==> config.mk <==
export PLATFORM = sky130hd
export DESIGN_NAME = rim_ctrl
export DESIGN_NICKNAME = d
export VERILOG_FILES = /design/src/rtl/core/rim_pkg.sv /design/src/rtl/core/rim_ctrl.sv
export SDC_FILE = /design/constraint.sdc
export NUM_CORES = 1
export LEC_CHECK = 0
export CORE_AREA = 2 2 131 133
export DETAILED_ROUTE_END_ITERATION = 16
export DIE_AREA = 0 0 133 135
export DONT_BUFFER_PORTS = 1
export HOLD_SLACK_MARGIN = 0.08
export MAX_ROUTING_LAYER = met4
export PLACE_DENSITY = 0.69
export RECOVER_POWER = 50
export SLEW_MARGIN = 20
export SYNTH_ARGS = -nofsm -noshare
export SYNTH_HDL_FRONTEND = slang
export SYNTH_SLANG_ARGS = --single-unit
==> constraint.sdc <==
create_clock -name aclk -period 2.9 [get_ports aclk]
set_input_delay 0.145 -clock aclk [delete_from_list [all_inputs] [get_ports aclk]]
set_output_delay 0.145 -clock aclk [all_outputs]
set_load 0.02 [all_outputs]
==> src/rtl/core/rim_pkg.sv <==
// ----------------------------------------------------------------------------
// rim_pkg
// Shared constants, register codes and types of the region interior marker.
// ----------------------------------------------------------------------------
package rim_pkg;

    localparam int CFG_BITS       = 13;
    localparam int CFG_IDX_BITS   = 2;
    localparam int MAX_HEIGHT     = 4096;
    localparam int HGT_BITS       = $clog2(MAX_HEIGHT + 1);
    localparam int DEF_MAX_WIDTH  = 4096;
    localparam int DEF_INDEX_BITS = 8;
    localparam int RST_WIDTH      = 640;
    localparam int RST_HEIGHT     = 480;

    localparam logic [CFG_IDX_BITS-1:0] REG_FRAME_WIDTH  = CFG_IDX_BITS'(0);
    localparam logic [CFG_IDX_BITS-1:0] REG_FRAME_HEIGHT = CFG_IDX_BITS'(1);

    localparam logic FUNC_PIXEL = 1'b0;
    localparam logic FUNC_DRAIN = 1'b1;

    // Per-item control handed from the sequencer to the window stage
    typedef struct packed {
        logic emit;       // item produces a result for the target pixel
        logic has_left;
        logic has_right;
        logic has_above;
        logic has_below;
        logic last;       // target is the last pixel of the frame
        logic narrow;     // frame is one pixel wide
    } rim_step_t;

endpackage

==> src/rtl/core/rim_ctrl.sv <==
// ----------------------------------------------------------------------------
// rim_ctrl
// Configuration registers and frame sequencer: input column/row counters,
// drain phase, result lag and target pixel position.
// ----------------------------------------------------------------------------
module rim_ctrl
    import rim_pkg::*;
#(
    parameter int MAX_WIDTH = DEF_MAX_WIDTH
) (
    input  logic                          aclk,
    input  logic                          aresetn,
    input  logic                          cfg_wr_en,
    input  logic [CFG_IDX_BITS-1:0]       cfg_index,
    input  logic [CFG_BITS-1:0]           cfg_wdata,
    input  logic                          s_valid,
    input  logic                          s_ready,
    input  logic                          s_func,
    output logic                          step_load,
    output logic                          pix_wr,
    output logic [$clog2(MAX_WIDTH)-1:0]  rd_addr,
    output logic [$clog2(MAX_WIDTH)-1:0]  tgt_col,
    output rim_step_t                     step
);

    localparam int WB    = $clog2(MAX_WIDTH + 1);
    localparam int AB    = $clog2(MAX_WIDTH);
    localparam int LB    = $clog2(MAX_WIDTH + 2);
    localparam int HB    = HGT_BITS;
    localparam int RST_W = (RST_WIDTH > MAX_WIDTH) ? MAX_WIDTH : RST_WIDTH;

    logic [WB-1:0] width_reg, width_next;
    logic [HB-1:0] height_reg, height_next;
    logic [AB-1:0] col_reg, col_next;
    logic [HB-1:0] row_reg, row_next;
    logic [WB-1:0] drain_reg, drain_next;
    logic          draining_reg, draining_next;
    logic [LB-1:0] lag_reg, lag_next;
    logic [AB-1:0] tcol_reg, tcol_next;
    logic [HB-1:0] trow_reg, trow_next;

    logic        match;
    logic        col_wrap;
    logic        tcol_wrap;
    logic        emit;
    logic        restart;
    logic [31:0] wdata32;
    logic [31:0] wval;
    logic [31:0] hval;

    always_comb begin
        wdata32 = 32'(cfg_wdata);
        if (wdata32 == 32'd0) begin
            wval = 32'd1;
            hval = 32'd1;
        end else begin
            wval = (wdata32 > 32'(MAX_WIDTH)) ? 32'(MAX_WIDTH) : wdata32;
            hval = (wdata32 > 32'(MAX_HEIGHT)) ? 32'(MAX_HEIGHT) : wdata32;
        end
    end

    always_comb begin
        match     = draining_reg ? (s_func == FUNC_DRAIN) : (s_func == FUNC_PIXEL);
        step_load = s_valid && s_ready && match;
        pix_wr    = step_load && !draining_reg;
        col_wrap  = (32'(col_reg) + 32'd1 == 32'(width_reg));
        tcol_wrap = (32'(tcol_reg) + 32'd1 == 32'(width_reg));
        emit      = (32'(lag_reg) == 32'(width_reg) + 32'd1);

        width_next    = width_reg;
        height_next   = height_reg;
        col_next      = col_reg;
        row_next      = row_reg;
        drain_next    = drain_reg;
        draining_next = draining_reg;
        lag_next      = lag_reg;
        tcol_next     = tcol_reg;
        trow_next     = trow_reg;
        restart       = 1'b0;

        if (cfg_wr_en) begin
            if (cfg_index == REG_FRAME_WIDTH) begin
                width_next = WB'(wval);
                restart    = 1'b1;
            end else if (cfg_index == REG_FRAME_HEIGHT) begin
                height_next = HB'(hval);
                restart     = 1'b1;
            end
        end else if (step_load) begin
            if (emit) begin
                if (tcol_wrap) begin
                    tcol_next = '0;
                    trow_next = trow_reg + HB'(1);
                end else begin
                    tcol_next = tcol_reg + AB'(1);
                end
            end else begin
                lag_next = lag_reg + LB'(1);
            end
            col_next = col_wrap ? '0 : col_reg + AB'(1);
            if (!draining_reg) begin
                if (col_wrap) begin
                    if (32'(row_reg) + 32'd1 == 32'(height_reg)) begin
                        row_next      = '0;
                        drain_next    = '0;
                        draining_next = 1'b1;
                    end else begin
                        row_next = row_reg + HB'(1);
                    end
                end
            end else if (drain_reg == width_reg) begin
                // last flush item: expect the next frame
                restart = 1'b1;
            end else begin
                drain_next = drain_reg + WB'(1);
            end
        end

        if (restart) begin
            col_next      = '0;
            row_next      = '0;
            drain_next    = '0;
            draining_next = 1'b0;
            lag_next      = '0;
            tcol_next     = '0;
            trow_next     = '0;
        end
    end

    always_ff @(posedge aclk) begin
        if (!aresetn) begin
            width_reg    <= WB'(RST_W);
            height_reg   <= HB'(RST_HEIGHT);
            col_reg      <= '0;
            row_reg      <= '0;
            drain_reg    <= '0;
            draining_reg <= 1'b0;
            lag_reg      <= '0;
            tcol_reg     <= '0;
            trow_reg     <= '0;
        end else begin
            width_reg    <= width_next;
            height_reg   <= height_next;
            col_reg      <= col_next;
            row_reg      <= row_next;
            drain_reg    <= drain_next;
            draining_reg <= draining_next;
            lag_reg      <= lag_next;
            tcol_reg     <= tcol_next;
            trow_reg     <= trow_next;
        end
    end

    always_comb begin
        rd_addr        = col_reg;
        tgt_col        = tcol_reg;
        step.emit      = emit;
        step.has_left  = (tcol_reg != '0);
        step.has_right = !tcol_wrap;
        step.has_above = (trow_reg != '0);
        step.has_below = (32'(trow_reg) + 32'd1 < 32'(height_reg));
        step.last      = tcol_wrap && (32'(trow_reg) + 32'd1 == 32'(height_reg));
        step.narrow    = (width_reg == WB'(1));
    end

endmodule

======== Yosys cells after proc, flatten, opt, wreduce, memory -nomap -nowiden ========
Index checks and enable logic that the tools add are counted.
word-level totals
  logic and storage cells ................. 77
  input bits .............................. 21
  output and inout bits ................... 33
  bits in registers ....................... 103
cells by class
  muxes and demuxes ....................... 19
  bitwise logic cells ..................... 6
  magnitude comparators ................... 2
  equal/unequal tests ..................... 9
  reduce and logical (&&, ||, !) cells .... 21
  add/sub/neg operators ................... 11
operators with widths
  kind                     number
  $mux W13                 7
  $add A13 B1 Y13 const B  4
  $add A13 B1 Y14 const B  3
  $eq A13 B13 Y1           3
  $lt A32 B13 Y1           1
  $eq A14 B13 Y1           2
  $add A12 B1 Y13 const B  2
  $add A12 B1 Y12 const B  2
  $mux W12                 2
  $eq A13 B14 Y1           1
  $eq A13 B1 Y1 const B    1
  $gt A13 B13 Y1 const B   1
  $logic_not A13 Y1        1
  $reduce_bool A13 Y1      1
  $reduce_bool A12 Y1      1
  $mux W1                  10
  $reduce_and A3 Y1        3
  $reduce_and A4 Y1        2
  $not A1 Y1               6
  $reduce_and A5 Y1        1
  $logic_and A1 B1 Y1      4
  $reduce_and A2 Y1        2
  $reduce_bool A2 Y1       2
  $eq A2 B1 Y1 const B     1
  4 further kinds          5

======== Longest topological paths before layout ========
  word-level depth ........................ 6
  depth in mapped cells ................... 13
  gate-level depth less buffers ........... 11

======== Worst setup path after synthesis ========
No wires, ideal clock.
  path type ............................... register to register
  from .................................... register col_reg[0] (netlist: rd_addr[0])
  to ...................................... register row_reg[12]
  data required time ...................... 2.830 ns
  setup slack ............................. -0.181 ns
  data arrival time ....................... 3.010 ns
  buffers on the path ..................... 1
  cell stages (with the launch flop) ...... 11
  setup time .............................. 0.070 ns
  cells stage by stage .................... dfxtp_1 > ha_1 > and4_1 > buf_2 > nand4_1 > a2111oi_0 > nor3_1 > nor4_1 > nand2_1 > or4b_2 > a21oi_1
between the ends
  longest elaborated chain between the ends .. 3
RTL lines
  what                                RTL line         RTL
  start, declared                     rim_ctrl.sv:34   logic [AB-1:0] col_reg, col_next;
  start signal, assigned              rim_ctrl.sv:144  col_reg <= col_next;
  $add A12 B1 Y13                     rim_ctrl.sv:66   col_wrap = (32'(col_reg) + 32'd1 == 32'(width_reg));
  $eq A13 B13 Y1                      rim_ctrl.sv:66
  $reduce_and A4 Y1 (no source line)  -
  end signal, assigned                rim_ctrl.sv:145  row_reg <= row_next;
  end, declared                       rim_ctrl.sv:35   logic [HB-1:0] row_reg, row_next;
No other way between the ends.
A chain may end at the register's enable or synchronous reset.

==> metrics.md <==
| Metric | Value |
|---|---|
| Status | finished, violations left |
| Failing checks | negative setup slack |
| RSZ-0062 raised after global routing | true |
| Reg2reg path depth | 10 |
| Number of DRC markers in iteration 0 | around 540 |
| Crit-path cells | inv_1 -> ha_1 -> xor2_1 -> a211oi_2 -> nand4_1 -> nor4_2 -> nand4_1 -> a311oi_2 -> buf_4 |
| Post-synth ARST share | 0 |
| Worst path slowest cell | dfxtp_1 |
| Final worst-path cycle share | 1.03 |
| CTS tree | done |
| Post-route ant nets | 0 |
| Maximum clock path buffer count | 2 |
| FF/Latch Area | 2080 sq um |
| Post-synth EDFFs | 0 |
| Post-Syn Instances | around 950 |
| Setup ws final | -0.0814 ns |
| Die Y-Extent | 135 um |
| Final Hold Fails | 0 |
| Placed Cells incl. Taps | roughly 1200 |
| Max Clock Skew | 0.0136 ns |
| Distinct cells, synth | 63 |
| Final WL | about 21000 um |
| Filler cell count | between 1500 and 2000 |
| Crit start category | register |
| Pre-CTS setup slack | -0.170 ns |
| Fmax | about 0.34 GHz |
| Hold Crit Depth | 3 |
| Vias | roughly 7400 |
| R2R Path End | tgt_col[3] |
| Worst Hold Class | input pin to register |
| Worst vdd ir | 0.268 mV |
| Normalized max-slew margin | 0.489 |
| Min-delay src | cfg_wdata[1] |
| Critical path required time | 2.76 ns |
| R2R Path Start | width_reg[1] |
| Grt ovf | 0 |
| Share of layout cells above drive strength 1 | 0.171 |
| Main synth FF type | dfxtp_1 |
| Clock latency on the worst-skew pair | 0.36 ns |
| Setup violations, final | 4 |
| HPWL after detailed placement | 14300 um |
| First-pass GRT wire length | 33100 um |
| Core ar. | 16400 sq um |
| Final non-filler cell total | approximately 1200 |
| Final Wtd Congestion | ~0.88 |
| Tightest Pin Transition | 0.765 ns |
| Nets@finish | approximately 1100 |
| GR Util met2 | 0.378 |
| Total Routing Usage GR | 0.234 |
| Max Cap Violations | 0 |
| Area of the multi-input gates | a little over 5000 sq um |
| Post-route cell area | between 8000 and 9000 sq um |
| CTS buffer count | 9 |
| CTS root buffer | clkbuf_16 |
| Die X | roughly 130 um |
| Die area | approximately 18000 sq um |
| Yosys warnings | 0 |
| Max Slew Vio Count | 0 |
| Max incr delay on CP | approximately 0.45 ns |
| ANT cells | 0 |
| Met3 GRT Util | 0.0323 |
| DR pass1 iterations | 5 |
| Top Usage Layer GRT | met2 |
| Pwr Density | around 340 nW/um^2 |
| P&R area growth vs syn | 21.3% |
| Register area share after synthesis | 0.284 |
| Most common cell on crit path | nand4_1 |
| DRC Markers | 0 |
| Pleak | 3.20 nW |
| Syn nets | approximately 1000 |
| CP Max Fanout | 5 |
| Most frequent cells in the layout | 89 x dfxtp_1, 81 x buf_4, 74 x nand2_1 |
| Sink Count | just over 100 |
| WS Path Type | register to primary output |
| Vias in the first global route | approximately 6500 |
| Synthesized flop and latch total | approximately 100 |
| Placed Area | ~8000 sq um |
| Most common cell after layout, fill and taps aside | dfxtp_1 |
| Arr. time, crit path | 2.84 ns |
| Met1 Usage GRT | 0.301 |
| Largest net degree at the start of global routing | 47 |
| # port buffers | 0 |
| WL/cell | 17.0 um |
| Initial Util | 0.443 |
| Reg-to-reg slack, setup | -0.01 ns |
| Vias per inst | roughly 5.9 |
| Initial antenna violation count | 0 |
| Crit. End Element | primary output |
| Row count | between 40 and 50 |
| Setup_tns | -0.0983 ns |
| Mean area per synthesized cell | between 7 and 8 sq um |
| Synth Cell Area | 7270 sq um |
| WHS Endpoint | height_reg[1] |
| Final design utilization | 0.537 |
| CTS H-tree depth | 3 |
| Clk slew on worst S/H paths | ~0.080 ns |
| Fin crit period | between 2 and 3 ns |
| Ports | 54 |
==> Yosys cell counts (all sizes together) (3+ instances only) <==
cell type	number	area share
buf	17	0.013
or4b	9	0.013
nand2	76	0.040
nor4b	5	0.0060
or2	4	0.0034
a21boi	18	0.019
nand2b	12	0.010
o21a	3	0.0031
a21o	9	0.0093
or4	13	0.013
and4	6	0.0072
ha	23	0.040
and2	10	0.0086
nand3	42	0.029
a211oi	3	0.0031
xor2	61	0.073
a21oi	66	0.045
nor3b	14	0.014
nand4b	5	0.0060
nor3	29	0.020
a31oi	8	0.0069
o21ai	60	0.041
nor2b	12	0.010
nor4	24	0.023
xnor2	41	0.049
o211ai	14	0.014
nor2	70	0.036
inv	30	0.015
dfxtp	103	0.28
mux2i	8	0.011
nand4	33	0.028
or3	5	0.0043
and3	25	0.022
clkbuf	52	0.027
o31ai	4	0.0041
nand3b	14	0.014
==> where the power goes <==
part / internal, mW / switching (mW) / total, mW
Sequential: 1.42 / 0.0224 / 1.45
Clock: 0.759 / 0.588 / 1.35
Combinational: 0.0887 / 0.122 / 0.211
Total: 2.27 / 0.733 / 3.00
==> critical path, delay by kind of cell (launching register included) <==
family | cells | cell delay (ns)
AO/OA/AOI/OAI | 2 | 0.58
XOR/XNOR | 1 | 0.16
adder cells (fa/ha/maj) | 1 | 0.33
buffers and inverters | 2 | 0.27
flip-flops | 1 | 0.45
AND/OR/NAND/NOR | 3 | 0.68
==> routing by layer <==
| metal | wire length (um) | part of all wire |
|---|---|---|
| met1 | 9440 | 0.44 |
| met2 | 9950 | 0.47 |
| met3 | 1310 | 0.062 |
| met4 | 516 | 0.024 |
| met5 | 0 | 0 |
==> what timing repair did <==
| action | in CTS | in global routing |
|---|---|---|
| resized for setup | 24 | 52 |
| setup endpoints to repair | 7 | 47 |
| endpoints found under the hold margin | 26 | 0 |
| gates cloned | 0 | 2 |
| pin swaps | 15 | 31 |
| hold buffers | 16 | 0 |
| setup buffers | 7 | 13 |
==> logic make-up (layout without fill, tap and decap cells) <==
logic type                 Yosys count  count (layout)  share of synthesized area
buffers and inverters               99             169                     0.0559
and+or+nand+nor                    414             416                      0.316
xor gates and xnor gates           102             102                      0.123
muxes                                8               8                     0.0110
AOI/OAI and AO/OA                  205             205                      0.171
DFF                                103             103                      0.284
adders and majority gates           23              23                     0.0396
==> per-stage QoR <==
step,hold WS (ns),total power [mW]
after floorplan,0.299,1.60
after global placement,0.240,1.65
after detailed placement,0.241,1.65
after CTS,0.0858,3.01
after global routing,0.0948,3.10
final,0.0969,3.00
==> layout make-up <==
| cell class | count | area share |
|---|---|---|
| sequential | 103 | 0.236 |
| inverter | 30 | 0.0128 |
| clock buffer | 9 | 0.0255 |
| clock inverter | 7 | 0.0111 |
| timing repair buffer | 123 | 0.107 |
| multi-input combinational | 754 | 0.576 |
| tap | 220 | 0.0312 |
==> worst max-delay path by stage <==
stage	startpoint	slack (ns)	cells after the start	end
floorplan	rd_addr[0]	-0.02	10	row_reg[12]
global route	trow_reg[1]	-0.15	10	step[2]
finish	tgt_col[1]	-0.08	9	step[1]
global placement	rd_addr[0]	-0.07	10	row_reg[3]
detailed placement	rd_addr[1]	-0.17	9	row_reg[12]
CTS	trow_reg[0]	-0.03	11	step[1]
Power figures use the tool's default switching activity.
