==> config.mk <==
export PLATFORM = sky130hd
export DESIGN_NAME = rim_window
export DESIGN_NICKNAME = d
export VERILOG_FILES = /design/src/rtl/core/rim_pkg.sv /design/src/rtl/core/rim_window.sv
export SDC_FILE = /design/constraint.sdc
export NUM_CORES = 1
export LEC_CHECK = 0
export BUFFER_PORTS_ARGS = -buffer_cell sky130_fd_sc_hd__buf_2
export CORE_ASPECT_RATIO = 0.6
export CORE_MARGIN = 1.5
export CORE_UTILIZATION = 32
export CTS_CLUSTER_SIZE = 12
export DETAILED_ROUTE_END_ITERATION = 8
export GPL_TIMING_DRIVEN = 0
export PLACE_DENSITY_LB_ADDON = 0.15
export SLEW_MARGIN = 20
export SYNTH_ARGS = -nofsm -noshare
export SYNTH_HDL_FRONTEND = slang
export SYNTH_SLANG_ARGS = --single-unit
==> constraint.sdc <==
create_clock -name aclk -period 6.6 [get_ports aclk]
set_input_delay 0.99 -clock aclk [delete_from_list [all_inputs] [get_ports aclk]]
set_output_delay 0.99 -clock aclk [all_outputs]
set_load 0.02 [all_outputs]
==> src/rtl/core/rim_pkg.sv <==
// ----------------------------------------------------------------------------
// rim_pkg
// Shared constants, register codes and types of the region interior marker.
// ----------------------------------------------------------------------------
package rim_pkg;

    localparam int CFG_BITS       = 13;
    localparam int CFG_IDX_BITS   = 2;
    localparam int MAX_HEIGHT     = 4096;
    localparam int HGT_BITS       = $clog2(MAX_HEIGHT + 1);
    localparam int DEF_MAX_WIDTH  = 4096;
    localparam int DEF_INDEX_BITS = 8;
    localparam int RST_WIDTH      = 640;
    localparam int RST_HEIGHT     = 480;

    localparam logic [CFG_IDX_BITS-1:0] REG_FRAME_WIDTH  = CFG_IDX_BITS'(0);
    localparam logic [CFG_IDX_BITS-1:0] REG_FRAME_HEIGHT = CFG_IDX_BITS'(1);

    localparam logic FUNC_PIXEL = 1'b0;
    localparam logic FUNC_DRAIN = 1'b1;

    // Per-item control handed from the sequencer to the window stage
    typedef struct packed {
        logic emit;       // item produces a result for the target pixel
        logic has_left;
        logic has_right;
        logic has_above;
        logic has_below;
        logic last;       // target is the last pixel of the frame
        logic narrow;     // frame is one pixel wide
    } rim_step_t;

endpackage

==> src/rtl/core/rim_window.sv <==
// ----------------------------------------------------------------------------
// rim_window
// 3x3 window registers, interior test, result write-back and output register.
// ----------------------------------------------------------------------------
module rim_window
    import rim_pkg::*;
#(
    parameter int MAX_WIDTH  = DEF_MAX_WIDTH,
    parameter int INDEX_BITS = DEF_INDEX_BITS
) (
    input  logic                          aclk,
    input  logic                          aresetn,
    input  logic                          step_load,
    input  rim_step_t                     step_in,
    input  logic [INDEX_BITS-1:0]         pix_in,
    input  logic [$clog2(MAX_WIDTH)-1:0]  tcol_in,
    input  logic [INDEX_BITS-1:0]         orig_q,
    input  logic [INDEX_BITS:0]           fin_q,
    output logic                          s_ready,
    output logic                          fin_wr,
    output logic [$clog2(MAX_WIDTH)-1:0]  fin_addr,
    output logic [INDEX_BITS:0]           fin_data,
    output logic                          m_valid,
    input  logic                          m_ready,
    output logic [INDEX_BITS-1:0]         m_region_index,
    output logic                          m_interior,
    output logic                          m_frame_end
);

    localparam int AB = $clog2(MAX_WIDTH);
    localparam int IB = INDEX_BITS;

    logic          s1_valid_reg, s1_valid_next;
    rim_step_t     s1_step_reg;
    logic [IB-1:0] s1_pix_reg;
    logic [AB-1:0] s1_col_reg;

    logic [IB-1:0] ctr_reg;
    logic [IB-1:0] left_idx_reg;
    logic          left_flag_reg;
    logic [IB-1:0] bel1_reg;
    logic [IB-1:0] bel2_reg;
    logic [IB:0]   abv1_reg;
    logic [IB:0]   abv2_reg;

    logic          out_valid_reg, out_valid_next;
    logic [IB-1:0] out_idx_reg;
    logic          out_int_reg;
    logic          out_end_reg;

    logic          go;
    logic          ok;
    logic [IB:0]   above_c;
    logic          ok_mid;
    logic          ok_below;
    logic          ok_above;

    // Earlier neighbor matches when already marked interior or same index
    function automatic logic early_ok(input logic [IB:0] e, input logic [IB-1:0] c);
        return e[IB] || (e[IB-1:0] == c);
    endfunction

    always_comb begin
        go      = s1_valid_reg && (!s1_step_reg.emit || !out_valid_reg || m_ready);
        s_ready = !s1_valid_reg || go;

        // one pixel wide: the pixel above is the previous target
        above_c = s1_step_reg.narrow ? {left_flag_reg, left_idx_reg} : abv1_reg;

        ok_mid = (!s1_step_reg.has_left || early_ok({left_flag_reg, left_idx_reg}, ctr_reg))
              && (!s1_step_reg.has_right || orig_q == ctr_reg);
        ok_below = !s1_step_reg.has_below
                || ((bel1_reg == ctr_reg)
                    && (!s1_step_reg.has_left || bel2_reg == ctr_reg)
                    && (!s1_step_reg.has_right || s1_pix_reg == ctr_reg));
        ok_above = !s1_step_reg.has_above
                || (early_ok(above_c, ctr_reg)
                    && (!s1_step_reg.has_left || early_ok(abv2_reg, ctr_reg))
                    && (!s1_step_reg.has_right || early_ok(fin_q, ctr_reg)));
        ok = ok_mid && ok_below && ok_above;

        fin_wr   = go && s1_step_reg.emit;
        fin_addr = s1_col_reg;
        fin_data = {ok, ctr_reg};

        if (step_load) begin
            s1_valid_next = 1'b1;
        end else if (go) begin
            s1_valid_next = 1'b0;
        end else begin
            s1_valid_next = s1_valid_reg;
        end

        if (go && s1_step_reg.emit) begin
            out_valid_next = 1'b1;
        end else if (m_ready) begin
            out_valid_next = 1'b0;
        end else begin
            out_valid_next = out_valid_reg;
        end
    end

    always_ff @(posedge aclk) begin
        if (!aresetn) begin
            s1_valid_reg  <= 1'b0;
            out_valid_reg <= 1'b0;
        end else begin
            s1_valid_reg  <= s1_valid_next;
            out_valid_reg <= out_valid_next;
        end
    end

    always_ff @(posedge aclk) begin
        if (step_load) begin
            s1_step_reg <= step_in;
            s1_pix_reg  <= pix_in;
            s1_col_reg  <= tcol_in;
        end
        // advance the window by one item
        if (go) begin
            ctr_reg       <= orig_q;
            left_idx_reg  <= ctr_reg;
            left_flag_reg <= ok;
            bel1_reg      <= s1_pix_reg;
            bel2_reg      <= bel1_reg;
            abv1_reg      <= fin_q;
            abv2_reg      <= abv1_reg;
        end
        if (go && s1_step_reg.emit) begin
            out_idx_reg <= ctr_reg;
            out_int_reg <= ok;
            out_end_reg <= s1_step_reg.last;
        end
    end

    assign m_valid        = out_valid_reg;
    assign m_region_index = out_idx_reg;
    assign m_interior     = out_int_reg;
    assign m_frame_end    = out_end_reg;

endmodule

# After elaboration in Yosys (flattened, before gate mapping)
# Cells that the tools add are included.
# word_totals
inputBits,48
output_inout_bits,34
regBits,90
elab_cells,67
# classes
muxes,5
reduce_logical,33
eq_ne,8
# ops
op,count
8-bit == test,8
1-bit logical OR,15
1-bit logical AND,9
9-bit 2-to-1 mux,1
1-bit logical NOT,7
1-bit 2-to-1 mux,4
2-bit nonzero test,2

# Depth between registers and ports, before layout
# Gate-level depths: netlist of the first run.
# depth
word_depth,7
mapped_depth,8
ltp_nobuf,6

# Least setup slack after synthesis of the first run
# Ideal clock, no wire load.
# synth_path
kind,in2reg
startpoint,input port m_ready
endpoint,register abv1_reg[0] (enable)
path_slack_ns,1.268
cell_stages,2
required_time_ns,6.062
setup_time_ns,0.538
path_buffers,0
t_arrival_ns,4.794
path_cell_list,nor2b_1 > a21boi_0
# synth_between
elab_chain_len,2
# synth_rtl
element,line_no,rtl
start: declaration,rim_window.sv:24,"input logic m_ready,"
1-bit logical OR,rim_window.sv:64,go = s1_valid_reg && (!s1_step_reg.emit || !out_valid_reg || m_ready);
1-bit logical AND,rim_window.sv:64,
via go,rim_window.sv:51,logic go;
end signal: assignment,rim_window.sv:126,abv1_reg <= fin_q;
end: declaration,rim_window.sv:43,logic [IB:0] abv1_reg;
# The timed path passes the listed nets, and every way through them passes these cells.
# A chain may end at the register's enable or synchronous reset.

# Worst setup path after layout of the first run
# layout_path
startpoint,register ctr_reg[7]
endpoint,output port fin_data[8]
# layout_between
elab_chain_len,7
word_cells_on_any_way,27
cone_classes,eq/ne (8); reduce/logical (19)
# layout_rtl
element,line_no,rtl
start: declaration,rim_window.sv:38,logic [IB-1:0] ctr_reg;
start signal: assignment,rim_window.sv:121,ctr_reg <= orig_q;
8-bit == test (on tied branches),"rim_window.sv:74, rim_window.sv:60",
1-bit logical OR (on tied branches),"rim_window.sv:74, rim_window.sv:60",
1-bit logical AND / 1-bit logical OR (equally long branches),"rim_window.sv:74, rim_window.sv:78",
1-bit logical AND (on tied branches),"rim_window.sv:75, rim_window.sv:78",
1-bit logical OR / 1-bit logical AND (equally long branches),"rim_window.sv:73, rim_window.sv:79",
1-bit logical AND / 1-bit logical OR (equally long branches),"rim_window.sv:80, rim_window.sv:77",
1-bit logical AND *,rim_window.sv:80,ok = ok_mid && ok_below && ok_above;
end: declaration,rim_window.sv:22,"output logic [INDEX_BITS:0] fin_data,"
# Every way passes the cells marked *; elsewhere a longest branch is shown, timed or not.

==> results of run 1 <==
==> how the worst max path moves through the flow <==
stage | from | to | slack [ns] | cells after the start
after floorplan | m_ready | abv1_reg[0] | 1.27 | 2
after global placement | m_ready | abv2_reg[1] | -0.82 | 3
after detailed placement | ctr_reg[7] | fin_data[8] | 3.03 | 9
after CTS | ctr_reg[7] | fin_data[8] | 2.65 | 9
after global routing | ctr_reg[7] | fin_data[8] | 2.58 | 9
final | ctr_reg[7] | fin_data[8] | 2.69 | 9
==> kinds of logic after synthesis <==
kind of cell	count (synthesis)	synth area share [%]
AOI/OAI and AO/OA	15	2.86
muxes	5	1.38
DFF	90	73.8
xor gates and xnor gates	62	14.9
buffers and inverters	13	2.03
and+or+nand+nor	32	5.06
==> area by class of cell <==
class                           count  area [um^2]  share of cell area [%]
Sequential cell                    90         2680                    58.3
Multi-Input combinational cell    114          892                    19.4
Timing Repair Buffer               83          460                    10.0
Clock buffer                       10          229                    4.98
Tap cell                          139          174                    3.78
Clock inverter                      6         90.1                    1.96
Buffer                             10         62.6                    1.36
Inverter                            3         11.3                   0.245
==> through the flow <==
step	total power [mW]	setup TNS, ns	area [um^2]
3_5_place_dp	0.805	0	4280
6_report	1.34	0	4600
2_1_floorplan	0.756	0	3640
5_1_grt	1.38	0	4600
3_3_place_gp	0.803	-41.83	4220
4_1_cts	1.36	0	4600
==> power by group through the flow <==
stage,clock network [mW],logic (mW),registers [mW]
finish,0.546,0.112,0.680
global route,0.579,0.123,0.683
CTS,0.561,0.114,0.680
detailed placement,0,0.113,0.692
global placement,0,0.109,0.695
floorplan,0,0.0528,0.703
==> cells in the mapped netlist (all sizes together) <==
library cell / instances
nor2: 3
a311oi: 1
o22ai: 1
nand3: 2
nand3b: 1
a21boi: 2
a21oi: 1
xnor2: 42
nor4: 3
nor2b: 4
a221oi: 1
o21ai: 6
xor2: 20
dfxtp: 2
nand2: 4
clkbuf: 2
mux2i: 5
o41ai: 2
nand2b: 1
nor4b: 1
a31oi: 1
nand4: 13
buf: 8
inv: 3
edfxtp: 88
==> routing by layer <==
metal  share of wire [%]  vias to the layer above  global-route usage [%]
li1                    -                      992                       -
met1                  52                      972                    18.4
met2                  40                       62                    16.6
met3                 7.0                       10                    5.47
met4                 1.4                        0                    4.26
met5                   0                        -                       0
==> worst max-delay path, delay by kind of cell, from the launching register on <==
| kind | cells | cell delay, ns |
|---|---|---|
| buffers and inverters | 3 | 0.56 |
| and+or+nand+nor | 1 | 0.18 |
| AOI/OAI and AO/OA | 4 | 1.21 |
| xor gates and xnor gates | 1 | 0.21 |
| DFF | 1 | 0.43 |
==> reports/results.ini, run 1 <==
[logic_synthesis]
syn_inst=217
syn_area_um2=3640
synth_cell_type_count=27
synth_nets=265
synth_top_area_share_pct=72.7
synth_seq_cells=90
avgSynthCellArea_um2=16.8
seq_area_frac_synth_pct=73.8
ys_warn_count=0
synthTopCellsByArea=edfxtp_1, xnor2_1, xor2_1, nand4_1, mux2i_1
synth_area_leader_cell=edfxtp_1

[detailed_routing]
route.antenna.remaining_nets=0
vias=2036
totalWireLength_um=7190
wl_per_cell_um=15.8
drtPass1Iterations=4
avgViaCountPerCell=4.47
drt_iter0_drc=87
drc=0

[sta]
setup_viol=0
rsz0062_at_grt=false
holdWs_ns=0.423
relSlewSlack_pct=36.5
hold_violations=0
clock_skew_ns=0.00619
drv_slew=0
clock.fmax_mhz=255
worst_slack_ns=2.69
period_needed_ns=3.91
finalCritPeriodShare_pct=59.3
tightest_slew_ns=0.950

[cts]
cts_root_buffer=clkbuf_16
cts_tree=built
numCtsBuffers=9
cts_sinks=90
cts_buffer_depth=2
postCtsSetupBuffers=0
cts_resized=0
clk_pin_slew_ns=0.07
htreeDepth=3
hold_buffers=0
insertion_delay_ns=0.35

[placement]
numPortBuffers=81
dp_slack_ns=3.03
place_congestion=0.760
numPlacedInstances=439
hpwl_um=5220

[worst_setup_path]
slowest_delay_ns=0.43
cp-start-kind=flip-flop
endpoint_kind=output port
reg2reg_depth=7
crit_required_ns=5.61
cp_max_fo=8
r2r_slack_ns=4.12
cp_data_arrival_time_ns=2.92
timing.rr.end=left_flag_reg
worst-setup-path-type=flip-flop to output port
slowest_stage=edfxtp_1
r2r-start=ctr_reg[7]
path_cells=buf_2 -> xor2_1 -> o41ai_1 -> o22ai_1 -> o41ai_1 -> nand3_1 -> a221oi_2 -> buf_4 -> buf_2

[layout]
n_antenna_cell=0
drive_gt1_share_pct=34.2
synthToLayoutAreaGrowth_pct=26.5
final_util_pct=42.6
num-fill-cells=1001
largest_register_ff_count=12
most-common-layout-cells=edfxtp_1, buf_2, xnor2_1
fin_nets=359
final-instance-count-excl-fill=455
final_common_cell=edfxtp_1

[global_routing]
grt_pass1_vias=1998
grt_util_all_layers_pct=12.6
grt_pass1_wl_um=10900
grt_max_degree=29
antenna_found_initial=0
gr-total-overflow=0

[min_path]
whs_path_depth=0
hold_start=s1_step_reg[1]
min_path_type=flip-flop to flip-flop
hold_end=m_frame_end

[power]
swShare_pct=21.8
vdd_drop_max_uv=137
p_int_mw=1.05
power.density_nw_per_um2=291
p_sw_mw=0.292
pwr-share-comb_pct=8.4
clkPwrFrac_pct=40.8
leakagePower_nw=1.68
seqPwrFrac_pct=50.8

[floorplan]
fp-row-count=29
fp.dieH_um=85.6
start_util_pct=33.6
dieWidth_um=141
coreArea_um2=10800
io_pins=82
dieArea_um2=12000

[outcome]
status=completed

[run]
max_cap_violations=0

No activity file was read; power rests on OpenSTA's default activity.
==> run 2, diff against run 1 <==
==> constraint.sdc (replaced) <==
create_clock -name aclk -period 4 [get_ports aclk]
set_input_delay 0.6 -clock aclk [delete_from_list [all_inputs] [get_ports aclk]]
set_output_delay 0.6 -clock aclk [all_outputs]
set_load 0.02 [all_outputs]
==> reports/results.ini, run 2 (synthesized netlist as in run 1, its figures left out) <==
[sta]
hold_violations=0  ; unchanged
relSlewSlack_pct=35.8  ; -0.69 points
clock.fmax_mhz=289
holdWs_ns=0.421  ; -0.00258 ns
rsz0062_at_grt=false
tightest_slew_ns=0.960  ; +0.0103 ns
period_needed_ns=3.45
drv_slew=0  ; unchanged
worst_slack_ns=0.545  ; -2.14 ns
finalCritPeriodShare_pct=86.4
setup_viol=0  ; unchanged
clock_skew_ns=0.00603  ; -0.000158 ns
setup_tns_ns=0  ; unchanged

[layout]
final_area_um2=4620  ; +0.33%
synthToLayoutAreaGrowth_pct=26.9
multiInputGateArea_um2=892  ; unchanged
largest_register_ff_count=12  ; unchanged
n_antenna_cell=0  ; unchanged
final-instance-count-excl-fill=455  ; unchanged
final_common_cell=edfxtp_1
most-common-layout-cells=edfxtp_1, buf_2, xnor2_1
final_util_pct=42.7  ; +0.14 points
fin_nets=359  ; unchanged
drive_gt1_share_pct=34.2  ; unchanged
num-fill-cells=1000  ; -0.10%
seq_area_um2=2680  ; unchanged

[placement]
numPlacedInstances=439  ; unchanged
numPortBuffers=81  ; unchanged
place_congestion=0.794  ; +4.4%
dpl-instance-area_um2=4280  ; unchanged
hpwl_um=5390  ; +3.3%
dp_slack_ns=0.895  ; -2.14 ns

[floorplan]
fp-row-count=29  ; unchanged
io_pins=82  ; unchanged
fp.dieH_um=85.6  ; unchanged
coreArea_um2=10800  ; unchanged
start_util_pct=33.6  ; unchanged
dieWidth_um=141  ; unchanged
dieArea_um2=12000  ; unchanged

[detailed_routing]
totalWireLength_um=7340  ; +2.1%
route.antenna.remaining_nets=0  ; unchanged
drtPass1Iterations=4  ; unchanged
avgViaCountPerCell=4.52  ; +1.0%
wl_per_cell_um=16.1  ; +2.1%
vias=2057  ; +1.0%
drc=0  ; unchanged
drt_iter0_drc=86  ; -1.1%

[outcome]
status=completed

[worst_setup_path]
crit_required_ns=3.40  ; -2.21 ns
path_cells=buf_2 -> xor2_1 -> o41ai_1 -> o22ai_1 -> o41ai_1 -> nand3_1 -> a221oi_2 -> buf_4 -> buf_2
cp_max_fo=8  ; unchanged
worst-setup-path-type=flip-flop to output port
cp-start-kind=flip-flop
slowest_stage=edfxtp_1
path_delay_family=compound AO/OA/AOI/OAI gates
cp_data_arrival_time_ns=2.85  ; -0.07 ns
path_buf_inv=3  ; unchanged
endpoint_kind=output port
slowest_delay_ns=0.43  ; about the same

[global_routing]
grt_pass1_wl_um=11300  ; +3.8%
gr-total-overflow=0  ; unchanged
grt_max_degree=29  ; unchanged
grt_util_all_layers_pct=13.1  ; +0.51 points
antenna_found_initial=0  ; unchanged
grt_pass1_vias=2043  ; +2.3%

[cts]
htreeDepth=3  ; unchanged
cts_tree=built
cts_buffer_depth=2  ; unchanged
cts_root_buffer=clkbuf_16
numCtsBuffers=9  ; unchanged
hold_buffers=0  ; unchanged
clk_pin_slew_ns=0.06  ; about the same
cts_resized=0  ; unchanged
insertion_delay_ns=0.34  ; about the same
postCtsSetupBuffers=0  ; unchanged
cts_sinks=90  ; unchanged

[power]
power.density_nw_per_um2=489  ; +68%
vdd_drop_max_uv=217  ; +59%
p_total_mw=2.26  ; +69%
leakagePower_nw=1.69  ; +0.47%

[run]
max_cap_violations=0  ; unchanged

[min_path]
min_path_type=flip-flop to flip-flop

[run 2: cell types whose count changed in the layout (fill, tap and decap cells not counted)]
cell,before,now
clkinv_2,2,3
bufinv_16,2,3
inv_8,1,0
clkinv_4,1,0
[run 2: layout make-up]
class                   count  area share, %
flip-flops and latches     90           58.1
multi-input cells         114           19.3
repair buffers             83           9.97
clock buffers              10           4.96
well taps                 139           3.77
clock inverters             6           2.28
plain buffers              10           1.36
inverters                   3          0.244
[run 2: power breakdown]
part	leakage (nW)	switching [mW]	internal (mW)
registers	0.851	0.0279	1.09
clock network	0.166	0.342	0.607
logic	0.668	0.103	0.0811
total	1.69	0.473	1.78
[run 2: final timing paths]
check                      start       endpoint  slack (ns)  cells after the start
setup reg to reg      ctr_reg[7]  left_flag_reg        1.59                      7
setup / recovery      ctr_reg[7]    fin_data[8]        0.55                      9
hold / removal    s1_step_reg[1]    m_frame_end        0.42                      0
hold reg to reg   s1_step_reg[1]    m_frame_end        0.42                      0
[run 2: metal layers]
metal,routed length [um],track usage [%],vias to the layer above
met5,0,0,-
met4,94,4.26,0
met3,523,6.20,7
met2,2990,18.1,66
met1,3740,18.2,993
li1,-,-,991
